**src/rtl/core/keaq_pkg.sv**
```systemverilog
// Shared types and constants for the keyboard event auto-repeat queue.
// No dependencies; every other file in rtl/core imports this package.
`default_nettype none

package keaq_pkg;

	localparam int KEY_W       = 7;
	localparam int TIME_W      = 48;
	localparam int CFG_W       = 16;
	localparam int CFG_IDX_W   = 1;
	localparam int SCAN_CNT_W  = KEY_W + 1;
	localparam int EVENT_W     = KEY_W + 1;

	localparam logic [KEY_W-1:0] KEY_CTRL   = 7'h1D;
	localparam logic [KEY_W-1:0] KEY_LSHIFT = 7'h2A;
	localparam logic [KEY_W-1:0] KEY_RSHIFT = 7'h36;
	localparam logic [KEY_W-1:0] KEY_UP     = 7'h48;
	localparam logic [KEY_W-1:0] KEY_DOWN   = 7'h50;

	localparam logic [CFG_W-1:0] DELAY_RESET    = 16'd400;
	localparam logic [CFG_W-1:0] INTERVAL_RESET = 16'd40;

	typedef enum logic [1:0] {
		ACT_BYTE = 2'd0,
		ACT_TICK = 2'd1,
		ACT_POP  = 2'd2,
		ACT_NOP  = 2'd3
	} action_t;

	typedef enum logic [CFG_IDX_W-1:0] {
		CFG_INITIAL_DELAY   = 1'b0,
		CFG_REPEAT_INTERVAL = 1'b1
	} cfg_reg_t;

	typedef struct packed {
		logic              kd_we;
		logic [KEY_W-1:0]  kd_waddr;
		logic              kd_wval;
		logic [KEY_W-1:0]  kd_raddr;
		logic              due_we;
		logic [KEY_W-1:0]  due_waddr;
		logic [TIME_W-1:0] due_wdata;
		logic              due_re;
		logic [KEY_W-1:0]  due_raddr;
	} key_req_t;

endpackage

`default_nettype wire

```
**src/rtl/core/keaq_fifo.sv**
```systemverilog
// Event queue that keeps one slot empty, with a registered read port.
// Depends on keaq_pkg.
`default_nettype none

module keaq_fifo
	import keaq_pkg::*;
#(
	parameter int DEPTH = 16
) (
	input  wire logic               clk,
	input  wire logic               arst_n,
	input  wire logic               push,
	input  wire logic [EVENT_W-1:0] push_data,
	input  wire logic               pop,
	output logic                    full,
	output logic                    empty,
	output logic      [EVENT_W-1:0] rd_data
);

	localparam int PW = (DEPTH > 1) ? $clog2(DEPTH) : 1;
	localparam logic [PW-1:0] LAST = PW'(DEPTH - 1);

	logic [PW-1:0]      wr_ptr_q;
	logic [PW-1:0]      rd_ptr_q;
	logic [PW-1:0]      wr_next;
	logic [PW-1:0]      rd_next;
	logic [EVENT_W-1:0] mem [DEPTH];
	logic [EVENT_W-1:0] rd_data_q;

	assign wr_next = (wr_ptr_q == LAST) ? '0 : wr_ptr_q + 1'b1;
	assign rd_next = (rd_ptr_q == LAST) ? '0 : rd_ptr_q + 1'b1;
	assign full    = (wr_next == rd_ptr_q);
	assign empty   = (wr_ptr_q == rd_ptr_q);

	always_ff @(posedge clk or negedge arst_n) begin
		if (!arst_n) begin
			wr_ptr_q <= '0;
			rd_ptr_q <= '0;
		end else begin
			if (push && !full) begin
				wr_ptr_q <= wr_next;
			end
			if (pop && !empty) begin
				rd_ptr_q <= rd_next;
			end
		end
	end

	always_ff @(posedge clk) begin
		if (push && !full) begin
			mem[wr_ptr_q] <= push_data;
		end
		if (pop && !empty) begin
			rd_data_q <= mem[rd_ptr_q];
		end
	end

	assign rd_data = rd_data_q;

endmodule

`default_nettype wire

```
**config.mk**
```make
export PLATFORM = sky130hd
export DESIGN_NAME = keaq_fifo
export DESIGN_NICKNAME = d
export VERILOG_FILES = /design/src/rtl/core/keaq_pkg.sv /design/src/rtl/core/keaq_fifo.sv
export SDC_FILE = /design/constraint.sdc
export NUM_CORES = 1
export LEC_CHECK = 0
export BUFFER_PORTS_ARGS = -buffer_cell sky130_fd_sc_hd__buf_4
export CORE_ASPECT_RATIO = 0.7
export CORE_MARGIN = 2
export CORE_UTILIZATION = 50
export CTS_BUF_LIST = sky130_fd_sc_hd__clkbuf_16
export CTS_CLUSTER_DIAMETER = 30
export DETAILED_ROUTE_END_ITERATION = 16
export GPL_ROUTABILITY_DRIVEN = 0
export GPL_TIMING_DRIVEN = 0
export HOLD_SLACK_MARGIN = 0.06
export PLACE_DENSITY = 0.63
export SLEW_MARGIN = 20
export SYNTH_ARGS = -nofsm -noshare
export SYNTH_HDL_FRONTEND = slang
export SYNTH_SLANG_ARGS = --single-unit
export TNS_END_PERCENT = 50
```
**constraint.sdc**
```tcl
create_clock -name clk -period 8 [get_ports clk]
set_input_delay 0.4 -clock clk [delete_from_list [all_inputs] [get_ports clk]]
set_output_delay 0.4 -clock clk [all_outputs]
set_load 0.02 [all_outputs]
```
==> flow_summary.ini <==
[synthesis]
synth.area.mux_share = 0.146
synth_adder_area_share = 0.0129
ys_types = 34
seq_area_frac_synth = 0.738
synthXorXnorAreaFrac = 0.0151
synthArstFlopShare = 0.0556
synth_top_family_by_area = multiplexers
ys_warn_count = 0
postSynthCellCount = 296
synth_compound_area_frac = 0.0315
synth_nets = 314
synth_enable_flop_cells = 136
synth-main-ff-cell = edfxtp_1
synth_area_per_cell_um2 = 19.6
synth-seq-cells = 144
synth_area_um2 = 5810
synth-simple-area-share = 0.0403

[sta]
finalHoldViolCount = 0
drv_slew = 0
fin_crit_ps = 3140
setup_tns_ps = 0
tightest_slew_ps = 814
relSlewSlack = 0.454
fin_hold_ws_ps = 307
period_share = 0.392
rsz0062_at_grt = false
clock_skew_ps = 10.4
setup_viol = 0
fmax_ghz = 0.319

[clock_tree]
cts_inserted_buffers = 17
cts_sinks = 144
path_clk_slew_ps = 60
cts_tree = built
clk_path_buf_depth = 2
clkLatencyLatePin_ps = 410
clockRootBuffer = clkbuf_16
cts_max_level = 4
cts_setup_buffers = 0

[floorplanning]
fp.dieH_um = 94.2
initial_utilization = 0.520
io_pins = 22
dieArea_um2 = 12500
rows = 32
core_region_area_um2 = 11200
die_width_um = 133

[layout]
finalInstanceArea_um2 = 6870
layout.area.seq_um2 = 4280
final_cell_mix = 136 x edfxtp_1, 32 x mux4_2, 22 x buf_4
antenna_cells = 0
final_common_cell = edfxtp_1
fillers = 782
final_core_util = 0.615
drive_above_1_share = 0.337
multi_input_area_um2 = 1510
finalNonFillerCells = 506
area_growth_syn_to_layout_pct = 18.2
nNetsFinal = 358

[placed_design]
dpl.cell_count = 473
io_buffers = 20
placedInstanceArea_um2 = 6260
hpwl_um = 7640

[global_route]
grt_start_max_net_pins = 17
met2_usage = 0.307
grt_pass1_vias = 2992
antenna_found_initial = 0
grt_overflow = 0
gr-usage-all-layers = 0.210
grt_pass1_wl_um = 18200
grt.busiest_layer = met2
grt_use_met1 = 0.305
met3_usage = 0.0604

[route]
routedWlPerCell_um = 23.4
drtIter0Drc = 353
num_vias = 2926
firstDrtPassIters = 5
avgViaCountPerCell = 5.78
ant_nets = 0
routed_wl_um = 11900
drc_errors = 0

[power_and_ir_drop]
leakage_nw = 2.26
vdd_drop_max_mv = 0.262
combPwrFrac = 0.335
sequentialPowerShare = 0.371
pwr-share-clk = 0.294
p_per_area_nw_per_um2 = 392
p_int_mw = 1.81
switching_share = 0.326
p_sw_uw = 877

[setup_path]
timing.rr.start = wr_ptr_q[0]
cpMaxStageDelayCell = dfrtp_1
cpPeakStageDelay_ps = 510
cp.arrival_ps = 2740
path_cells = ha_1 -> a31oi_1 -> xnor2_1 -> nand3_1 -> nor2_2 -> buf_6 -> buf_4
start_kind = register
critPathMaxFanout = 10
reg2reg_slack_ps = 5110
reg2reg_depth = 7
required_ps = 7600
rr_endpoint = mem[4][0]
cp-end-kind = primary output
worst-setup-path-type = register to primary output

[run]
cap_viol_max_count = 0

[min_path]
min_path_cells = 1
hp-class = input pin to register
hold_end = mem[3][7]
worstHoldStart = push_data[7]

[outcome]
status = finished clean
kinds of logic (layout without fill, tap and decap cells):
family,Yosys count,count (layout)
flip-flops,144,144
multiplexers,44,44
AND/OR/NAND/NOR,43,43
AO/OA/AOI/OAI,28,28
buffers and inverters,21,78
XOR/XNOR,10,10
adder cells (fa/ha/maj),6,6
sequential cells by signal (all words and copies together) (netlist names):
signal	count
mem	128
rd_data	8
wr_ptr_q	4
rd_ptr_q	4
stage by stage:
step	worst slack (ps)	total power, mW
global route	4720	2.82
global placement	4530	1.87
CTS	4920	2.71
floorplan	5390	1.61
detailed placement	5190	1.91
finish	4860	2.69
critical path: cells and delay by family, from the launching register on:
family / cells / cell delay, ps
compound gates: 1 / 270
xor+xnor: 1 / 160
fa+ha+maj: 1 / 310
buf+inv: 2 / 400
flops: 1 / 510
simple gates: 2 / 680
power groups by stage:
stage	Combinational (mW)	Clock [mW]	Sequential, mW
3_5_place_dp	0.898	0	1.01
4_1_cts	0.906	0.802	0.997
6_report	0.901	0.792	0.998
3_3_place_gp	0.860	0	1.01
2_1_floorplan	0.584	0	1.03
5_1_grt	0.975	0.834	1.01
worst max path at each step:
stage | endpoint | startpoint | depth (start not counted) | slack, ps
5_1_grt | full | wr_ptr_q[0] | 7 | 4720
2_1_floorplan | mem[0][0] | wr_ptr_q[0] | 6 | 5390
3_5_place_dp | mem[4][2] | wr_ptr_q[0] | 7 | 5190
3_3_place_gp | mem[1][0] | wr_ptr_q[0] | 6 | 4530
4_1_cts | full | wr_ptr_q[0] | 7 | 4920
6_report | full | wr_ptr_q[0] | 7 | 4860
cells in the mapped netlist, types with 3 or more instances:
| cell | number | area [um^2] |
|---|---|---|
| dfrtp_1 | 8 | 200 |
| edfxtp_1 | 136 | 4080 |
| nor2b_1 | 9 | 56.3 |
| mux4_2 | 32 | 721 |
| a211oi_1 | 8 | 60.1 |
| clkbuf_1 | 7 | 26.3 |
| nor4_1 | 4 | 25.0 |
| mux2_2 | 4 | 45.0 |
| a21oi_1 | 11 | 55.1 |
| o21ai_0 | 3 | 15.0 |
| mux2i_1 | 8 | 80.1 |
| xnor2_1 | 9 | 78.8 |
| ha_1 | 6 | 75.1 |
| buf_2 | 7 | 35.0 |
| nor3_1 | 11 | 55.1 |
| inv_1 | 4 | 15.0 |
| nand2_1 | 9 | 33.8 |
metal layers:
layer,vias to the layer above,routed length (um)
met5,-,0
met4,0,103
met3,8,1160
met2,127,5360
met1,1494,5240
li1,1297,-
repair_timing:
| item | in CTS | in global routing |
|---|---|---|
| endpoints found under the hold margin | 8 | 0 |
| hold buffers | 1 | 0 |
| gates resized for setup | 0 | 0 |
layout make-up:
type | instances | share of cell area
repair buffers | 25 | 0.0266
flip-flops and latches | 144 | 0.624
clock buffers | 17 | 0.0620
inverters | 4 | 0.00219
plain buffers | 17 | 0.0122
multi-input cells | 131 | 0.220
clock inverters | 15 | 0.0248
well taps | 153 | 0.0279
No activity file was read; power rests on OpenSTA's default activity.
