===== src/rtl/core/keaq_pkg.sv =====
// Shared types and constants for the keyboard event auto-repeat queue.
// No dependencies; every other file in rtl/core imports this package.
`default_nettype none

package keaq_pkg;

	localparam int KEY_W       = 7;
	localparam int TIME_W      = 48;
	localparam int CFG_W       = 16;
	localparam int CFG_IDX_W   = 1;
	localparam int SCAN_CNT_W  = KEY_W + 1;
	localparam int EVENT_W     = KEY_W + 1;

	localparam logic [KEY_W-1:0] KEY_CTRL   = 7'h1D;
	localparam logic [KEY_W-1:0] KEY_LSHIFT = 7'h2A;
	localparam logic [KEY_W-1:0] KEY_RSHIFT = 7'h36;
	localparam logic [KEY_W-1:0] KEY_UP     = 7'h48;
	localparam logic [KEY_W-1:0] KEY_DOWN   = 7'h50;

	localparam logic [CFG_W-1:0] DELAY_RESET    = 16'd400;
	localparam logic [CFG_W-1:0] INTERVAL_RESET = 16'd40;

	typedef enum logic [1:0] {
		ACT_BYTE = 2'd0,
		ACT_TICK = 2'd1,
		ACT_POP  = 2'd2,
		ACT_NOP  = 2'd3
	} action_t;

	typedef enum logic [CFG_IDX_W-1:0] {
		CFG_INITIAL_DELAY   = 1'b0,
		CFG_REPEAT_INTERVAL = 1'b1
	} cfg_reg_t;

	typedef struct packed {
		logic              kd_we;
		logic [KEY_W-1:0]  kd_waddr;
		logic              kd_wval;
		logic [KEY_W-1:0]  kd_raddr;
		logic              due_we;
		logic [KEY_W-1:0]  due_waddr;
		logic [TIME_W-1:0] due_wdata;
		logic              due_re;
		logic [KEY_W-1:0]  due_raddr;
	} key_req_t;

endpackage

`default_nettype wire


===== src/rtl/core/keaq_time_alu.sv =====
// Shared time unit: one 48-bit add of a 16-bit offset and one unsigned compare.
// Depends on keaq_pkg.
`default_nettype none

module keaq_time_alu
	import keaq_pkg::*;
(
	input  wire logic [TIME_W-1:0] base,
	input  wire logic [CFG_W-1:0]  addend,
	input  wire logic [TIME_W-1:0] now,
	output logic      [TIME_W-1:0] sum,
	output logic                   reached
);

	assign sum     = base + {{(TIME_W-CFG_W){1'b0}}, addend};
	assign reached = (now >= base);

endmodule

`default_nettype wire


===== config.mk =====
export PLATFORM = sky130hd
export DESIGN_NAME = keaq_time_alu
export DESIGN_NICKNAME = d
export VERILOG_FILES = /design/src/rtl/core/keaq_pkg.sv /design/src/rtl/core/keaq_time_alu.sv
export SDC_FILE = /design/constraint.sdc
export NUM_CORES = 1
export LEC_CHECK = 0
export BUFFER_PORTS_ARGS = -buffer_cell sky130_fd_sc_hd__buf_2
export CAP_MARGIN = 15
export CORE_AREA = 2 2 67 94
export DETAILED_ROUTE_END_ITERATION = 10
export DIE_AREA = 0 0 69 96
export PLACE_DENSITY = 0.92
export SKIP_LAST_GASP = 1
export SYNTH_ARGS = -nofsm -noshare
export SYNTH_HDL_FRONTEND = slang
export SYNTH_SLANG_ARGS = --single-unit

===== constraint.sdc =====
create_clock -name vclk -period 5.6
set_input_delay 1.12 -clock vclk [all_inputs]
set_output_delay 1.12 -clock vclk [all_outputs]
set_load 0.02 [all_outputs]

==> results of run 1 <==
## worst max-delay path, cell delays in order
cell and delay [ns]:
buf_2 0.11, ha_1 0.36, a21oi_1 0.27, o21ai_0 0.19, a21oi_2 0.58, nor2_1 0.15
o2111ai_1 0.24, xnor2_1 0.15, buf_2 0.19
## Yosys cell counts, types with 2 or more instances
| master | count |
|---|---|
| xnor2_1 | 39 |
| o2111ai_1 | 7 |
| xor2_1 | 3 |
| nor3_1 | 5 |
| a22oi_1 | 2 |
| nor2b_1 | 2 |
| a2111oi_4 | 2 |
| and2_1 | 3 |
| a211oi_1 | 6 |
| inv_1 | 51 |
| buf_4 | 3 |
| buf_2 | 3 |
| nand2_1 | 18 |
| a21o_1 | 23 |
| a41oi_1 | 2 |
| o211ai_1 | 8 |
| nand3_1 | 14 |
| nor2_1 | 18 |
| and3_1 | 5 |
| o21a_1 | 4 |
| nand4_1 | 11 |
| nor4_1 | 4 |
| nand2b_1 | 3 |
| a21oi_1 | 36 |
| and4_1 | 7 |
| o21ai_0 | 22 |
| ha_1 | 64 |
## how the worst max path moves through the flow
| stage | startpoint | end | slack [ns] |
|---|---|---|---|
| after global routing | base[0] | sum[34] | 0.90 |
| after detailed placement | base[0] | sum[38] | 1.12 |
| after CTS | base[0] | sum[38] | 1.11 |
| after global placement | base[0] | sum[42] | 1.15 |
| after floorplan | base[0] | sum[20] | 1.45 |
| final | base[12] | sum[43] | 1.11 |
## power groups by stage
stage                     combinational, mW  sequential (mW)  clock [mW]
after floorplan                       0.223                0           0
after global placement                0.344                0           0
after detailed placement              0.352                0           0
after CTS                             0.355                0           0
after global routing                  0.390                0           0
final                                 0.357                0           0
## cell families after synthesis
group | Yosys count | share of synthesized area
adders and majority gates | 65 | 0.288
buffers and inverters | 58 | 0.0817
and+or+nand+nor | 99 | 0.190
AOI/OAI and AO/OA | 125 | 0.311
xor gates and xnor gates | 42 | 0.129
## metal layers
metal  track usage  wire length [microns]  part of all wire  vias to the layer above
met3        0.0398                    770             0.080                       42
met5             0                      0                 0                        -
met4         0.119                    454             0.047                        0
li1              -                      -                 -                     1747
met2         0.541                   4910              0.51                      186
met1         0.290                   3440              0.36                     1609
## layout make-up
class | count | area [sq um]
Inverter | 51 | 191
Tap cell | 70 | 87.6
Timing Repair Buffer | 161 | 806
Fill cell | 537 | 2080
Multi-Input combinational cell | 331 | 2620
==> summary.md, run 1 <==
| Metric | Value |
|---|---|
| Total power | 0.357 mW |
| Wire per inst | 15.6 microns |
| Arr. time, crit path | 3.37 ns |
| Post-synth cell types | 51 |
| Peak supply drop | 46.1 uV |
| Grt ovf | 0 |
| Relative slew slack | 0.494 |
| Starting density of the core | 0.493 |
| Max-slew violation count | 0 |
| Switching power | 0.214 mW |
| Worst Slack Setup Final | 1.11 ns |
| Crit path capture type | output pin |
| Tot GR Track Use | 0.275 |
| Mapped Nets | 566 |
| Die Y | 96 microns |
| Measured slew at the worst slew-check pin | 0.739 ns |
| I/O pin count | 161 |
| First-pass GRT wire length | 15.5 mm |
| Buffer count from post-CTS setup fixing | 0 |
| RSZ-0062 raised after global routing | false |
| Wirelength, routed | 9.57 mm |
| Placed insts | 613 |
| Internal Power | 0.142 mW |
| Synth Instances | 389 |
| Placed cell area | 3700 sq um |
| Final Hold Viols | 0 |
| Final setup TNS | 0 ns |
| Core area | 5780 sq um |
| Initial antenna violation count | 0 |
| Total of max-cap violations | 0 |
| Number of global-route vias before repair | 3638 |
| Vias per cell | 5.85 |
| P_leak | 2.00 nW |
| Reg power frac | 0 |
| Clk network pwr share | 0 |
| Commonest non-fill, non-tap cell in the layout | buf_2 |
| Final core occ | 0.640 |
| Max Freq | 222 MHz |
| Min-Delay Endpoint | sum[0] |
| Tmin final | 4.49 ns |
| IO buf count | 161 |
| Std cell rows | 33 |
| Status | completed |
| # nets final | 722 |
| Period utilisation layout | 0.803 |
| Non-Filler Instances | 613 |
| Netlist Area Pre-Place | 2850 sq um |
| Post_cts resized | 0 |
| Drc violations | 0 |
| Crit path kind | in -> out |
| Ys Warns | 0 |
| Sequential area share after synthesis | 0 |
| Yosys top cell area share | 0.281 |
| Hold path cells | 3 |
| Vias | 3584 |
| Switching part of the total power | 0.601 |
| Pwr dens | 96.4 nW/um^2 |
| Crit start category | input port |
| Routability cong. | 0.855 |
| Largest net degree at the start of global routing | 17 |
| Seq_cells | 0 |
| DP Wirelength | 8.38 mm |
| Final instance area | 3700 sq um |
| Max FO, Critical Path | 9 |
| FF/Latch Area | 0 sq um |
| Area leader, netlist | ha_1 |
| Die span in x | 69 microns |
| Most frequent cells in the layout | buf_2, ha_1, inv_1, xnor2_1, a21oi_1 |
| Die area | 6620 sq um |
| Mean Syn Cell Area | 7.32 sq um |
| Fin Hold WS | 2.57 ns |
| Worst slack at placement | 1.12 ns |
| Area growth, synth to finish | 29.9% |
| Fraction of layout cells with a size suffix above 1 | 0.322 |
| Cts hold-fix bufs | 0 |
| Drt initial violations | 198 |
| Post-route ant nets | 0 |
| Worst min-delay path class | in -> out |
| Gate power share | 1.000 |
| # setup viols final | 0 |
| HP Start | addend[0] |
| ANT cells | 0 |
| # clk buffers | 0 |
| First-pass detailed-route iteration total | 4 |
| Area contributors post-synth | ha_1, xnor2_1, inv_1, a21oi_1, a21o_1 |
| Critical Path RT | 4.48 ns |
No activity file was read; power rests on OpenSTA's default activity.
==> run 2: changes to the inputs <==
CORE_AREA = 2 2 72 102   (was 2 2 67 94)
DIE_AREA = 0 0 74 104   (was 0 0 69 96)
PLACE_DENSITY = 0.84   (was 0.92)
clock period = 3.9 ns   (was 5.6 ns; I/O delays follow)
==> summary.md, run 2 (synthesis results as in run 1) <==
| Metric | Value |
|---|---|
| First-pass GRT wire length | 15.2 mm |
| Pwr dens | 135 nW/um^2 |
| Internal Power | 0.208 mW |
| Wirelength, routed | 9.35 mm |
| Fraction of layout cells with a size suffix above 1 | 0.330 |
| Crit start category | input port |
| Placed cell area | 3770 sq um |
| Fin Hold WS | 1.88 ns |
| ANT cells | 0 |
| Area growth, synth to finish | 32.5% |
| Max Freq | 267 MHz |
| # clk buffers | 0 |
| CP Cell Sequence | buf_2 > ha_1 > fa_1 > a211oi_2 > o21ai_1 > nand3_1 > a31oi_4 > o211ai_1 > xnor2_1 > buf_2 |
| # setup viols final | 0 |
| P_leak | 2.03 nW |
| Wire per inst | 14.5 microns |
| Reg power frac | 0 |
| Number of global-route vias before repair | 3559 |
| Starting density of the core | 0.419 |
| Largest net degree at the start of global routing | 17 |
| Arr. time, crit path | 2.96 ns |
| Final setup TNS | 0 ns |
| Switching part of the total power | 0.593 |
| Post-route ant nets | 0 |
| Drt initial violations | 120 |
| HP Start | base[28] |
| DP Wirelength | 8.25 mm |
| I/O pin count | 161 |
| Seq_cells | 0 |
| Most frequent cells in the layout | buf_2, ha_1, inv_1, xnor2_1, a21oi_1 |
| Min-Delay Endpoint | sum[28] |
| Total of max-cap violations | 0 |
| # nets final | 727 |
| Drc violations | 0 |
| Worst min-delay path class | in -> out |
| Crit path buf inv count | 2 |
| RSZ-0062 raised after global routing | false |
| Hold path cells | 3 |
| Commonest non-fill, non-tap cell in the layout | buf_2 |
| Status | completed |
| FF/Latch Area | 0 sq um |
| Vias | 3500 |
| IO buf count | 161 |
| Max-slew violation count | 0 |
| Std cell rows | 36 |
| Initial antenna violation count | 0 |
| Peak supply drop | 59.0 uV |
| Die area | 7700 sq um |
| Crit path max-delay family | compound AO/OA/AOI/OAI gates |
| CP dominant cell by count | buf_2 |
| Crit path capture type | output pin |
| Switching power | 0.302 mW |
| Die Y | 104 microns |
| Vias per cell | 5.44 |
| Gate power share | 1.000 |
| Max FO, Critical Path | 16 |
| Relative slew slack | 0.620 |
| Core area | 6800 sq um |
| Cts hold-fix bufs | 0 |
| Crit path kind | in -> out |
| Measured slew at the worst slew-check pin | 0.562 ns |
| Routability cong. | 0.955 |
| Clk network pwr share | 0 |
| Final Hold Viols | 0 |
| Critical Path RT | 3.12 ns |
| Placed insts | 643 |
| Final instance area | 3770 sq um |
| Grt ovf | 0 |
| Worst path slowest cell | fa_1 |
| Tmin final | 3.74 ns |
| Die span in x | 74 microns |
| Max incr delay on CP | 0.44 ns |
| Tot GR Track Use | 0.237 |
| Non-Filler Instances | 643 |
| Period utilisation layout | 0.959 |
| First-pass detailed-route iteration total | 4 |
| Final core occ | 0.555 |
[run 2: power groups by stage]
stage                     Clock [mW]  Sequential, mW  Combinational [mW]
after floorplan                    0               0               0.320
after global placement             0               0               0.492
after detailed placement           0               0               0.505
after CTS                          0               0               0.507
after global routing               0               0               0.562
final                              0               0               0.510
[run 2: cell type report]
| cell class | instances | area (sq um) |
|---|---|---|
| repair buffers | 166 | 843 |
| multi-input cells | 331 | 2620 |
| well taps | 95 | 119 |
| fillers | 671 | 3030 |
| inverters | 51 | 191 |
[run 2: per-layer routing]
layer  global-route usage  part of all wire  wire (microns)  up-vias
met2                0.443              0.52            4890      141
li1                     -                 -               -     1758
met5                    0                 0               0        -
met4               0.0766             0.036             335        0
met1                0.269              0.38            3590     1573
met3               0.0223             0.056             526       28
[run 2: worst max path at each step]
stage            start      end  slack [ns]  cells past startpoint
3_3_place_gp   base[0]  sum[38]        0.14                     10
3_5_place_dp   base[0]  sum[22]        0.06                     10
6_report       base[0]  sum[36]        0.16                     10
4_1_cts        base[0]  sum[22]        0.07                     10
5_1_grt        base[0]  sum[36]       0.002                     10
2_1_floorplan  base[0]  sum[20]        0.43                      9
[run 2: stage by stage]
stage / setup slack [ns] / power [mW]
final: 0.161 / 0.510
after global routing: 0.00177 / 0.562
after CTS: 0.0687 / 0.507
after floorplan: 0.429 / 0.320
after detailed placement: 0.0620 / 0.505
after global placement: 0.139 / 0.492
[run 2: what timing repair did]
| item | 4_1_cts | 5_1_grt |
|---|---|---|
| setup buffers | 0 | 0 |
| resized for setup | 0 | 3 |
| endpoints found under the setup margin | 0 | 16 |
